## src/hw/rtl/wmcc_pkg.sv

```systemverilog
// Package for the windowed minimum-cost cover block.
// Holds transaction payload types, controller/datapath link types and constants.
// No dependencies.
package wmcc_pkg;

  localparam int unsigned MaxSpanDefault     = 255;
  localparam int unsigned WindowDepthDefault = 512;

  localparam int unsigned SpanW     = 8;
  localparam int unsigned CostW     = 16;
  localparam int unsigned BestW     = 32;
  localparam logic [SpanW-1:0] SpanReset = SpanW'(1);
  localparam logic [BestW-1:0] BestSat   = '1;

  typedef struct packed {
    logic [CostW-1:0] cost;
    logic             last;
  } in_t;

  typedef struct packed {
    logic [BestW-1:0] best_here;
    logic [BestW-1:0] answer;
    logic             done_res;
  } out_t;

  typedef enum logic [1:0] {
    ST_IDLE,
    ST_SCAN,
    ST_DRAIN,
    ST_CALC
  } state_e;

  // controller to datapath
  typedef struct packed {
    logic init;
    logic rd_issue;
    logic commit;
  } cmd_t;

  // datapath to controller
  typedef struct packed {
    logic scan_done;
    logic out_free;
  } sts_t;

endpackage

```

## src/hw/rtl/wmcc_ctrl.sv

```systemverilog
// Controller state machine: accept, window scan, drain of the read pipe, commit.
// Depends on wmcc_pkg; drives wmcc_dp through cmd_t.
module wmcc_ctrl (
  input  logic           clk_i,
  input  logic           rst_ni,
  input  logic           in_valid_i,
  output logic           in_ready_o,
  input  wmcc_pkg::sts_t sts_i,
  output wmcc_pkg::cmd_t cmd_o
);
  import wmcc_pkg::*;

  state_e state_q, state_d;

  always_ff @(posedge clk_i or negedge rst_ni) begin
    if (!rst_ni) begin
      state_q <= ST_IDLE;
    end else begin
      state_q <= state_d;
    end
  end

  always_comb begin
    state_d    = state_q;
    cmd_o      = '0;
    in_ready_o = 1'b0;
    unique case (state_q)
      ST_IDLE: begin
        in_ready_o = 1'b1;
        if (in_valid_i) begin
          cmd_o.init = 1'b1;
          state_d    = ST_SCAN;
        end
      end
      ST_SCAN: begin
        if (sts_i.scan_done) begin
          state_d = ST_DRAIN;
        end else begin
          cmd_o.rd_issue = 1'b1;
        end
      end
      ST_DRAIN: begin
        state_d = ST_CALC;
      end
      ST_CALC: begin
        if (sts_i.out_free) begin
          cmd_o.commit = 1'b1;
          state_d      = ST_IDLE;
        end
      end
      default: begin
        state_d = ST_IDLE;
      end
    endcase
  end

endmodule
```

## config.mk

```make
export PLATFORM = sky130hd
export DESIGN_NAME = wmcc_ctrl
export DESIGN_NICKNAME = d
export VERILOG_FILES = /design/src/hw/rtl/wmcc_pkg.sv /design/src/hw/rtl/wmcc_ctrl.sv
export SDC_FILE = /design/constraint.sdc
export NUM_CORES = 1
export LEC_CHECK = 0
export ABC_CLOCK_PERIOD_IN_PS = 2000
export CORE_AREA = 2 2 39 41
export CTS_CLUSTER_DIAMETER = 30
export CTS_CLUSTER_SIZE = 8
export DETAILED_ROUTE_END_ITERATION = 7
export DIE_AREA = 0 0 41 43
export DONT_BUFFER_PORTS = 1
export PLACE_DENSITY = 0.34
export SYNTH_ARGS = -nofsm -noshare
export SYNTH_HDL_FRONTEND = slang
export SYNTH_SLANG_ARGS = --single-unit
```

## constraint.sdc

```tcl
create_clock -name clk_i -period 2 [get_ports clk_i]
set_input_delay 0.1 -clock clk_i [delete_from_list [all_inputs] [get_ports clk_i]]
set_output_delay 0.1 -clock clk_i [all_outputs]
set_load 0.1 [all_outputs]
```

==> results.md, run 1 <==
- The flow ran to the end, and the final reports show no timing, DRC or antenna violations.
- The final-report hold violation count is 0.
- Measured along the x axis, the die boundary spans 41 µm.
- Dividing the final minimum period by the clock period gives 72.68%.
- After clock tree synthesis, the clock-pin slew on the worst setup and hold paths is 30 ps.
- Setup violations remaining at the end of the flow were counted as 0.
- The global-route usage over all layers is 5.327%.
- After clock tree synthesis, the repair step resized 0 gates.
- The worst setup path category is reg -> reg.
- The routability congestion estimate from global placement is 0.6561.
- Clock tree synthesis inserted a total of 3 buffers.
- The transition time at the pin with the least slew margin is 504.6 ps.
- The startpoint identified for the worst register-to-register timing path is state_q[1].
- For this design the top-level I/O count stands at 9.
- The number of nets in the synthesized netlist is 26.
- The register with the most flip-flops in the final layout is state_q.
- The max-capacitance violation count is 0.
- The end of the worst register-to-register path is state_q[1].
- The largest registers in the layout are state_q: 2 flops.
- The number of I/O port buffers is 0.
- The mean routed wirelength per cell is 8.400 µm.
- The number of setup buffers added after CTS is 0.
- After detailed routing, the total wire length is 336 µm.
- The wire length of the first global-routing pass is 579 µm.
- The worst-path maximum fanout is 4.
- For the worst flop-to-flop path, the logic depth is 5.
- The mean area per synthesized cell is 11.63 µm².
- Setup repair after global routing left no endpoint under its margin.
- Entering global routing, the biggest net connects 5 pins.
- Relative to the synthesized area, the layout overhead comes to 46.20%.
- The peak clock frequency supported by timing is 688.0 MHz.
- The worst setup path is captured at a flop.
- TritonCTS built the clock tree.
- The core box area is 1384 µm².
- The data arrival time of the critical path is 1550 ps.
- The worst hold path belongs to the class in -> async.
- The kind of launch point of the worst setup path is a flop.
- For this run, the number of Yosys warnings is 0.
- The total negative setup slack is 0 ps.
- The via density per instance is 3.500.
- The critical path goes through inv_1 > ha_1 > nor2b_4 > a221oi_4 > mux2_4.
- After global routing the overflow that remains totals 0.
- The vertical die dimension is 43 µm.
- The number of different library cells in the post-synthesis netlist is 11.
- The overall via count from detail_route is 140.
- The via count of the first global-routing pass is 160.
- In this run the tightest slew margin relative to its limit is 66.49%.
- The worst path needs 1454 ps of the cycle, external delays included.
- On the critical path, the stage with the largest delay is an instance of sky130_fd_sc_hd__dfrtp_1.
- The largest stage delay on the critical path is 380 ps.
- The clock skew is 3.164 ps.
- The flip-flop count of the largest register after layout is 2.
- The setup check on the worst reg-to-reg path leaves a slack of 550 ps.
- The max-slew violation total from the final report came to 0.
- No sink is reached through more buffers than the 2 on the longest clock path.
- The antenna diode count is 0.
- The initialized floorplan defines 14 standard-cell rows.
- The first-pass iteration count of the detailed router is 1.
- In this run, synthesis produced a sequential element count of 2.
- The number of antenna violations at the first check in global routing is 0.
- The sequential element share of the synthesized area is 25.32%.
- The critical path starts at state_q[1].
- The netlist area before placement is 197.7 µm².
- The starting utilization of the core area is 14.29%.
- The tree built by TritonCTS fans out to 2 sinks.
- Data on the critical path is required at its endpoint by 2100 ps.
- The clock latency on the worst-skew pair is 220 ps.
- The overall die area is 1763 µm².
- The buffer cell driving the clock tree root is sky130_fd_sc_hd__clkbuf_4.
- The post-route netlist has 54.17% of its cells at a drive strength greater than 1.
- The wire-length estimate of the detail-placed layout is 273.3 µm.
- CTS built an H-tree with a depth of 1.
- The first routing iteration left 0 violations.
- The count of nets left with antenna violations after detail routing is 0.
- For this run, design rule violations remaining after detail routing come to 0.
- The final net count is 35.
- The number of cells produced by synthesis is 17.
[Yosys cell counts]
cell                       count  share of area [%]
sky130_fd_sc_hd__inv_1         3                5.7
sky130_fd_sc_hd__and2_1        1                3.2
sky130_fd_sc_hd__nor2_1        1                1.9
sky130_fd_sc_hd__inv_2         1                1.9
sky130_fd_sc_hd__nor2b_4       1                7.0
sky130_fd_sc_hd__mux2_4        1                7.6
sky130_fd_sc_hd__mux2i_1       1                5.1
sky130_fd_sc_hd__a221oi_4      1                 13
sky130_fd_sc_hd__and2_2        1                3.8
sky130_fd_sc_hd__dfrtp_1       2                 25
sky130_fd_sc_hd__ha_1          4                 25
[worst max-delay path: cells and delay by family, from the launching register on]
| family | cells | cell delay [ps] |
|---|---|---|
| flip-flops | 1 | 380 |
| multiplexers | 1 | 330 |
| AO/OA/AOI/OAI | 1 | 230 |
| adder cells (fa/ha/maj) | 1 | 180 |
| AND/OR/NAND/NOR | 1 | 130 |
| buffers and inverters | 1 | 80 |
[cells by family after synthesis]
logic type / Yosys count / share of synthesized area [%]
AO/OA/AOI/OAI: 1 / 13.29
multiplexers: 2 / 12.66
adder cells (fa/ha/maj): 4 / 25.32
flip-flops: 2 / 25.32
AND/OR/NAND/NOR: 4 / 15.82
buffers and inverters: 4 / 7.593
[layout make-up]
type	count	area (µm²)
Fill cell	155	1095
Multi-Input combinational cell	11	136.4
Sequential cell	2	50.05
Timing Repair Buffer	4	45.04
Clock buffer	3	22.52
Tap cell	16	20.02
Inverter	4	15.01
[worst max-delay path by stage]
stage               slack, ps    endpoint
floorplan                 280    cmd_o[2]
detailed placement        530  state_q[1]
global placement          550  state_q[1]
global route              440  state_q[1]
finish                    550  state_q[1]
CTS                       530  state_q[1]
[layer usage]
metal	global-route usage (%)	vias to the layer above	part of all wire, %
met5	0	-	0
met4	6.000	0	0
met3	1.571	0	11
met2	7.813	7	53
met1	5.161	65	36
li1	-	68	-
[placed cells by master, fill, tap and decap left out]
| cell | synthesis | final |
|---|---|---|
| sky130_fd_sc_hd__inv_2 | 1 | 1 |
| sky130_fd_sc_hd__ha_2 | 0 | 1 |
| sky130_fd_sc_hd__mux2_4 | 1 | 1 |
| sky130_fd_sc_hd__dfrtp_1 | 2 | 2 |
| sky130_fd_sc_hd__clkbuf_4 | 0 | 3 |
| sky130_fd_sc_hd__inv_1 | 3 | 3 |
| sky130_fd_sc_hd__mux2i_1 | 1 | 1 |
| sky130_fd_sc_hd__and2_2 | 1 | 2 |
| sky130_fd_sc_hd__nor2b_4 | 1 | 1 |
| sky130_fd_sc_hd__ha_1 | 4 | 3 |
| sky130_fd_sc_hd__buf_4 | 0 | 2 |
| sky130_fd_sc_hd__nor2_1 | 1 | 1 |
| sky130_fd_sc_hd__buf_12 | 0 | 1 |
| sky130_fd_sc_hd__dlygate4sd3_1 | 0 | 1 |
| sky130_fd_sc_hd__a221oi_4 | 1 | 1 |
[through the flow]
step	instances	hold WS (ps)	utilization, %	cell area, µm²	worst slack [ps]
2_1_floorplan	17	-195.6	-	201.4	278.3
3_3_place_gp	36	-195.5	18.54	256.5	552.7
3_5_place_dp	36	-195.5	18.54	256.5	533.1
4_1_cts	40	96.35	20.89	289.0	525.7
5_1_grt	40	101.1	20.89	289.0	435.2
6_report	40	108.0	20.89	289.0	546.5
[repair_timing]
item,CTS,global route
endpoints found under the hold margin,2,0
hold buffers,1,0
endpoints found under the setup margin,0,0
Power of run 1 is not shown: default switching activity piles up to over one toggle a cycle in this logic, so the estimate is an artifact.
==> inputs of run 2 (changes only) <==
Settings changed: ABC_AREA from default to 1, ABC_CLOCK_PERIOD_IN_PS 2000 to 1250, PLACE_DENSITY 0.34 to 0.36.
Clock period 2 ns to 1.25 ns, I/O delays scaled along.
==> run 2 against run 1 <==
  * Sequential cell count unchanged
  * Wire length up 32%
  * Final cell count increased by 43%
  * Setup slack worse by 540 ps
  * Largest cell class unchanged
  * Global-route usage is 1.8 points higher
  * Via count grew 49%
  * Sequential share of layout area is 5.0 points lower
  * Critical path type is now reg -> out
  * Critical path depth unchanged
  * Area after synthesis up 6.3%
  * Final area rose by 44%
  * Non-clock buffer count increased by 5
  * First-iteration DRC count is 2 higher
==> results.md, run 2 <==
- The total cell area at the placement stage is 320.3 µm² (was 256.5 µm²).
- Counting I/O delays and the setup requirement, the final critical path takes 1244 ps.
- The end of the worst register-to-register path is state_q[1] (unchanged).
- The count of standard-cell rows was 14 (unchanged).
- The kind of launch point of the worst setup path is a flop (unchanged).
- The wire length of the first global-routing pass is 834 µm (was 579 µm).
- Status: completed (unchanged).
- The timing endpoint of the critical path is cmd_o[2] (was state_q[1]).
- The source of the worst register-to-register timing path is state_q[0] (was state_q[1]).
- The number of H-tree levels is 1 (unchanged).
- The top register by number of flip-flops is state_q (unchanged).
- The overall via count from detail_route is 208 (was 140).
- The count of clock tree sinks is 2 (unchanged).
- The clock transition time at the flip-flop clock pins of the worst setup and hold paths is 30 ps (about the same).
- The worst endpoint required time is 1190 ps (was 2100 ps).
- The slowest cell on the critical path is sky130_fd_sc_hd__dfrtp_2 (was sky130_fd_sc_hd__dfrtp_1).
- The post-synthesis sequential element count was 2 (unchanged).
- Static timing analysis puts the maximum clock frequency at 803.7 MHz.
- Top library cells by usage in the layout, fill and taps aside: sky130_fd_sc_hd__inv_1 (5), sky130_fd_sc_hd__nand2_1 (5), sky130_fd_sc_hd__buf_4 (4) (was sky130_fd_sc_hd__inv_1 (3), sky130_fd_sc_hd__ha_1 (3), sky130_fd_sc_hd__clkbuf_4 (3)).
- The routability congestion estimate from global placement was 0.6453 (was 0.6561).
- The register-to-register path setup slack is 80 ps (was 550 ps).
- The number of buffer and inverter instances along the worst setup path is 3 (was 1).
- The clock buffer count from CTS was 3 (unchanged).
- Biggest registers after layout: state_q: 2 flops (unchanged).
- The critical path endpoint category is a primary output (was flop).
- The number of I/O port buffers came to 0 (unchanged).
- The area overhead of the layout relative to synthesis is 97.62% (was 46.20%).
- Cell-by-cell listing of the critical path: inv_2 > ha_4 > nand2_4 > clkinvlp_4 > buf_12 (was inv_1 > ha_1 > nor2b_4 > a221oi_4 > mux2_4).
- The number of warnings issued by yosys is 0 (unchanged).
- The vertical die dimension was 43 µm (unchanged).
- The routed wire length is 444 µm (was 336 µm).
- The number of ports placed on the die boundary came to 9 (unchanged).
- The largest stage delay on the critical path is 440 ps (was 380 ps).
- The largest net degree at the start of global routing is 5 (unchanged).
- The worst setup path category is reg -> out (was reg -> reg).
- The transition time at the pin with the least slew margin is 201.4 ps (was 504.6 ps).
- Synth cell count leaders: sky130_fd_sc_hd__inv_1 (10), sky130_fd_sc_hd__nand2_1 (7), sky130_fd_sc_hd__ha_1 (4) (was sky130_fd_sc_hd__ha_1 (4), sky130_fd_sc_hd__inv_1 (3), sky130_fd_sc_hd__dfrtp_1 (2)).
- The mean area per synthesized cell is 7.248 µm² (was 11.63 µm²).
- The global-route usage over all layers is 7.136% (was 5.327%).
- The DRC violation count after routing came to 0 (unchanged).
- The TritonCTS clock tree is done (unchanged).
- The netlist area before placement is 210.2 µm² (was 197.7 µm²).
- The clock skew is 2.715 ps (was 3.164 ps).
- The first-pass iteration count of the detailed router is 4 (was 1).
- The final net count is 52 (was 35).
- The buffer cell driving the clock tree root is sky130_fd_sc_hd__clkbuf_4 (unchanged).
- The kind of path behind the tightest hold check is in -> async (unchanged).
- The number of standard cells in the final layout excluding fillers is 57 (was 40).
- The number of flops mapped to enable cells by yosys is 0 (unchanged).
- The data arrival time of the critical path is 1180 ps (was 1550 ps).
- The sequential element share of the synthesized area is 23.81% (was 25.32%).
- The cell count of the worst reg-to-reg path is 7 (was 5).
- The count of routing violations after the opening detailed-route iteration was 2 (was 0).
- The mean routed wirelength per cell is 7.789 µm (was 8.400 µm).
- The antenna diode count is 0 (unchanged).
- The post-route fraction of the period consumed by the critical path is 99.54%.
- The post-synth net total is 38 (was 26).
- The tightest slew margin relative to the limit is 86.61% (was 66.49%).
- The via count of the first global-routing pass came to 235 (was 160).
- The filler cell count came to 156 (was 155).
- The most repeated cell in the gate-level netlist after synthesis is sky130_fd_sc_hd__inv_1 (was sky130_fd_sc_hd__ha_1).
- The area share of the largest cell type after synthesis was 23.81% (was 25.32%).
- The remaining global-route overflow came to 0 (unchanged).
- The largest area contributor in the netlist is sky130_fd_sc_hd__dfrtp_1 (unchanged).
- The post-DP HPWL was 322 µm (was 273.3 µm).
- The cell total after placement was 49 (was 36).
- Top area cells in the synthesized netlist: sky130_fd_sc_hd__dfrtp_1 (24%), sky130_fd_sc_hd__ha_1 (24%), sky130_fd_sc_hd__inv_1 (18%), sky130_fd_sc_hd__nand2_1 (13%), sky130_fd_sc_hd__nand2_2 (6.0%) (was sky130_fd_sc_hd__dfrtp_1 (25%), sky130_fd_sc_hd__ha_1 (25%), sky130_fd_sc_hd__a221oi_4 (13%), sky130_fd_sc_hd__mux2_4 (7.6%), sky130_fd_sc_hd__nor2b_4 (7.0%)).
- The total of endpoints with negative setup slack in the final report is 0 (unchanged).
- The summed area of non-filler cells in the final layout is 415.4 µm² (was 289.0 µm²).
- The logic depth of the worst path, buffers included is 5 (unchanged).
- The number of cells produced by synthesis is 29 (was 17).
- The max-slew violation total from the final report was 0 (unchanged).
- The async set or reset register ratio after synthesis is 100.0% (unchanged).
- The worst-path maximum fanout was 4 (unchanged).
- The max-capacitance violation count came to 0 (unchanged).
- The critical path launch point is state_q[0] (was state_q[1]).
- The clock tree buffer depth came to 2 (unchanged).
- The clock latency on the worst-skew pair is 220 ps (about the same).
- The cell family contributing the most delay on the critical path was flip-flops (unchanged).
- The number of antenna violations at the first check in global routing is 0 (unchanged).
- The horizontal extent of the die came to 41 µm (unchanged).
- The fraction of final layout cells with drive strength greater than 1 came to 63.41% (was 54.17%).
- The total negative setup slack is 0 ps (unchanged).
- Unrepaired setup endpoints after global routing: true (was false).
- The starting utilization of the core area is 15.19% (was 14.29%).
- The tightest hold margin is 70.70 ps (was 108.0 ps).
- The most used flip-flop cell after synthesis is sky130_fd_sc_hd__dfrtp_1 (unchanged).
- The core box area is 1384 µm² (unchanged).
- The overall die area was 1763 µm² (unchanged).
- The count of nets left with antenna violations after detail routing was 0 (unchanged).
- The flip-flop count of the largest register after layout is 2 (unchanged).
- The number of different library cells in the post-synthesis netlist is 8 (was 11).
- The via density per instance is 3.649 (was 3.500).
- The final-report hold violation count came to 0 (unchanged).
## run 2: layout make-up
cell class,instances,area [µm²],share of cell area (%)
tap,16,20.02,4.819
clock buffer,3,22.52,5.422
timing repair buffer,9,111.4,26.81
inverter,10,45.04,10.84
sequential,2,51.30,12.35
multi-input combinational,17,165.2,39.76
## run 2: worst min-delay path by stage
stage,endpoint,slack [ps],cells after the start
floorplan,state_q[0],-230,0
global placement,state_q[0],-230,0
detailed placement,state_q[0],-230,0
CTS,state_q[0],60,1
global route,state_q[0],60,1
finish,state_q[0],70,1
## run 2: stage by stage
| stage | utilization [%] | setup WS, ps |
|---|---|---|
| finish | 30.02 | 5.760 |
| global placement | 23.15 | 143.4 |
| CTS | 28.66 | -13.78 |
| detailed placement | 23.15 | 126.4 |
| global route | 30.02 | -50.86 |
| floorplan | - | -120.8 |
## run 2: worst reg2reg max path, cell delays in order (launching register included)
cell and delay (ps):
sky130_fd_sc_hd__dfrtp_2 410, sky130_fd_sc_hd__inv_2 70, sky130_fd_sc_hd__ha_4 170, sky130_fd_sc_hd__buf_4 140, sky130_fd_sc_hd__nand2_4 70, sky130_fd_sc_hd__nand3_2 80, sky130_fd_sc_hd__nand2_1 60, sky130_fd_sc_hd__nand2_1 50
## run 2: cells by family (layout without fill, tap and decap cells)
| family | after synthesis | in the layout | synth area share (%) |
|---|---|---|---|
| AND/OR/NAND/NOR | 13 | 13 | 34.52 |
| buffers and inverters | 10 | 22 | 17.86 |
| adder cells (fa/ha/maj) | 4 | 4 | 23.81 |
| flip-flops | 2 | 2 | 23.81 |
## run 2: routing by layer
layer / GRT usage (%) / wire [µm]
met2: 10.94 / 262
met5: 0 / 0
met3: 1.571 / 15
met1: 7.097 / 166
met4: 7.333 / 0
## run 2: timing repair
action / 4_1_cts / 5_1_grt
pin swaps: 3 / 1
hold buffers: 1 / 0
endpoints found under the setup margin: 3 / 5
cloned: 0 / 0
endpoints found under the hold margin: 2 / 0
gates resized for setup: 7 / 4
buffers inserted: 4 / 0
Power of run 2 is left out for the same reason.
==> inputs of run 3 (changes only) <==
Settings changed: ABC_CLOCK_PERIOD_IN_PS 1250 to default.
Clock period 1.25 ns to 1.1 ns, I/O delays scaled along.
==> run 3 against run 2 <==
  * The flow now finishes with violations (negative setup slack)
  * Critical path depth did not move
  * Utilization is 0.99 points higher
  * Worst hold slack got worse by 7.2 ps
  * Highest routed layer unchanged
==> results.md, run 3 (synthesized netlist as in run 2, its figures left out) <==
- Timing would allow up to 796.3 MHz.
- The count of nets left with antenna violations after detail routing is 0 (unchanged).
- The core box area was 1384 µm² (unchanged).
- The max-slew violation total from the final report is 0 (unchanged).
- The kind of launch point of the worst setup path is a flop (unchanged).
- The horizontal extent of the die is 41 µm (unchanged).
- After layout, the worst path uses 114.2% of the clock period.
- The transition time at the pin with the least slew margin came to 131.6 ps (was 201.4 ps).
- The number of H-tree levels is 1 (unchanged).
- The antenna diode count was 0 (unchanged).
- The worst-path maximum fanout was 3 (was 4).
- The tightest slew margin relative to the limit was 91.23% (was 86.61%).
- The number of standard cells in the final layout excluding fillers is 57 (unchanged).
- The overall die area came to 1763 µm² (unchanged).
- The worst path setup slack after routing is -155.8 ps (was 5.760 ps).
- The worst endpoint required time was 1040 ps (was 1190 ps).
- Biggest registers after layout: state_q: 2 flops (unchanged).
- The routed wire length was 413 µm (was 444 µm).
- The clock latency on the worst-skew pair is 220 ps (about the same).
- The max-capacitance violation count is 0 (unchanged).
- The routability congestion estimate from global placement was 0.6264 (was 0.6453).
- The number of antenna violations at the first check in global routing was 0 (unchanged).
- The number of ports placed on the die boundary was 9 (unchanged).
- The via count of the first global-routing pass was 212 (was 235).
- Subtracting the final worst setup slack from the clock period gives 1256 ps.
- The overall via count from detail_route is 211 (was 208).
- The flip-flop count of the largest register after layout came to 2 (unchanged).
- The first-pass iteration count of the detailed router is 1 (was 4).
- The buffer cell driving the clock tree root is sky130_fd_sc_hd__clkbuf_4 (unchanged).
- The via density per instance came to 3.702 (was 3.649).
- The largest net degree at the start of global routing is 5 (unchanged).
- The clock transition time at the flip-flop clock pins of the worst setup and hold paths is 30 ps (about the same).
- The final reports fail on negative setup slack.
- The cell total after placement came to 49 (unchanged).
- The vertical die dimension is 43 µm (unchanged).
- Status: complete, but fails checks (was completed).
- The post-DP HPWL is 307.8 µm (was 322 µm).
- The mean routed wirelength per cell came to 7.246 µm (was 7.789 µm).
- The wire length of the first global-routing pass is 814 µm (was 834 µm).
- The clock tree buffer depth came to 2 (unchanged).
- The top register by number of flip-flops is state_q (unchanged).
- The source of the worst register-to-register timing path is state_q[0] (unchanged).
- The count of standard-cell rows is 14 (unchanged).
- The number of buffer and inverter instances along the worst setup path is 3 (unchanged).
- The remaining global-route overflow is 0 (unchanged).
- The cell family contributing the most delay on the critical path is flip-flops (unchanged).
- The end of the worst register-to-register path is state_q[1] (unchanged).
- The slowest cell on the critical path is sky130_fd_sc_hd__dfrtp_1 (was sky130_fd_sc_hd__dfrtp_2).
- The data arrival time of the critical path is 1200 ps (was 1180 ps).
- The critical path endpoint category was a primary output (unchanged).
- The starting utilization of the core area is 15.19% (unchanged).
- The global-route usage over all layers came to 7.337% (was 7.136%).
- The cell count of the worst reg-to-reg path came to 7 (unchanged).
- The final net count is 52 (unchanged).
- The area overhead of the layout relative to synthesis was 104.2% (was 97.62%).
- Unrepaired setup endpoints after global routing: true (unchanged).
- The DRC violation count after routing is 0 (unchanged).
- Top library cells by usage in the layout, fill and taps aside: sky130_fd_sc_hd__inv_1 (5), sky130_fd_sc_hd__nand2_1 (5) (was sky130_fd_sc_hd__inv_1 (5), sky130_fd_sc_hd__nand2_1 (5), sky130_fd_sc_hd__buf_4 (4)).
- The count of routing violations after the opening detailed-route iteration is 0 (was 2).
- The clock buffer count from CTS is 3 (unchanged).
- The fraction of final layout cells with drive strength greater than 1 is 65.85% (was 63.41%).
- The worst setup path category is reg -> out (unchanged).
- The register-to-register path setup slack is -10 ps (was 80 ps).
- The final-report hold violation count is 0 (unchanged).
- The number of I/O port buffers is 0 (unchanged).
- The total of endpoints with negative setup slack in the final report was 6 (was 0).
- The TritonCTS clock tree was done (unchanged).
- Cell-by-cell listing of the critical path: inv_2 > ha_4 > nand2_4 > clkinvlp_4 > buf_12 (unchanged).
- The count of clock tree sinks is 2 (unchanged).
- The largest stage delay on the critical path came to 390 ps (was 440 ps).
- The kind of path behind the tightest hold check is in -> async (unchanged).
- The clock skew is 2.198 ps (was 2.715 ps).
==> run 3: changes by cell type in the layout (fill, tap and decap cells not counted) <==
cell,previous run,this run
sky130_fd_sc_hd__buf_8,0,1
sky130_fd_sc_hd__buf_4,4,3
sky130_fd_sc_hd__ha_2,1,2
sky130_fd_sc_hd__ha_1,1,0
sky130_fd_sc_hd__inv_2,3,2
sky130_fd_sc_hd__clkinvlp_4,2,3
==> run 3: repair_timing <==
item / CTS / global route
hold buffers: 1 / 0
gates resized for setup: 7 / 3
pin swaps: 1 / 2
setup endpoints to repair: 4 / 6
hold endpoints to repair: 2 / 0
buffers inserted: 3 / 1
==> run 3: per-stage QoR <==
stage	TNS (ps)	worst slack, ps	util (%)	cell area [µm²]	hold slack, ps
6_report	-514.1	-155.8	31.01	429.2	63.52
5_1_grt	-896.1	-211.6	31.01	429.2	65.63
4_1_cts	-624.8	-171.0	29.66	410.4	52.08
2_1_floorplan	-536.2	-228.9	-	239.0	-240.6
3_3_place_gp	0	23.48	23.60	326.6	-240.5
3_5_place_dp	0	12.62	23.60	326.6	-240.5
==> run 3: metal layers <==
layer / vias to the layer above / global-route usage (%) / share of wire (%)
li1: 109 / - / -
met1: 98 / 7.419 / 37
met2: 4 / 10.00 / 60
met3: 0 / 4.712 / 2.9
met4: 0 / 6.000 / 0
met5: - / 0 / 0
==> run 3: worst max path at each step <==
stage | from | endpoint | slack (ps) | depth (start not counted)
floorplan | state_q[1] | cmd_o[2] | -230 | 4
global placement | state_q[1] | state_q[0] | 20 | 6
detailed placement | state_q[1] | state_q[1] | 10 | 6
CTS | state_q[0] | cmd_o[0] | -170 | 4
global route | state_q[1] | cmd_o[2] | -210 | 5
finish | state_q[1] | cmd_o[2] | -160 | 5
==> run 3: cell type report <==
class                           instances  area (µm²)
Multi-Input combinational cell         17       167.7
Fill cell                             156       954.7
Clock buffer                            3       22.52
Timing Repair Buffer                    9       118.9
Sequential cell                         2       51.30
Inverter                               10       48.80
Tap cell                               16       20.02
Power of run 3 is left out for the same reason.
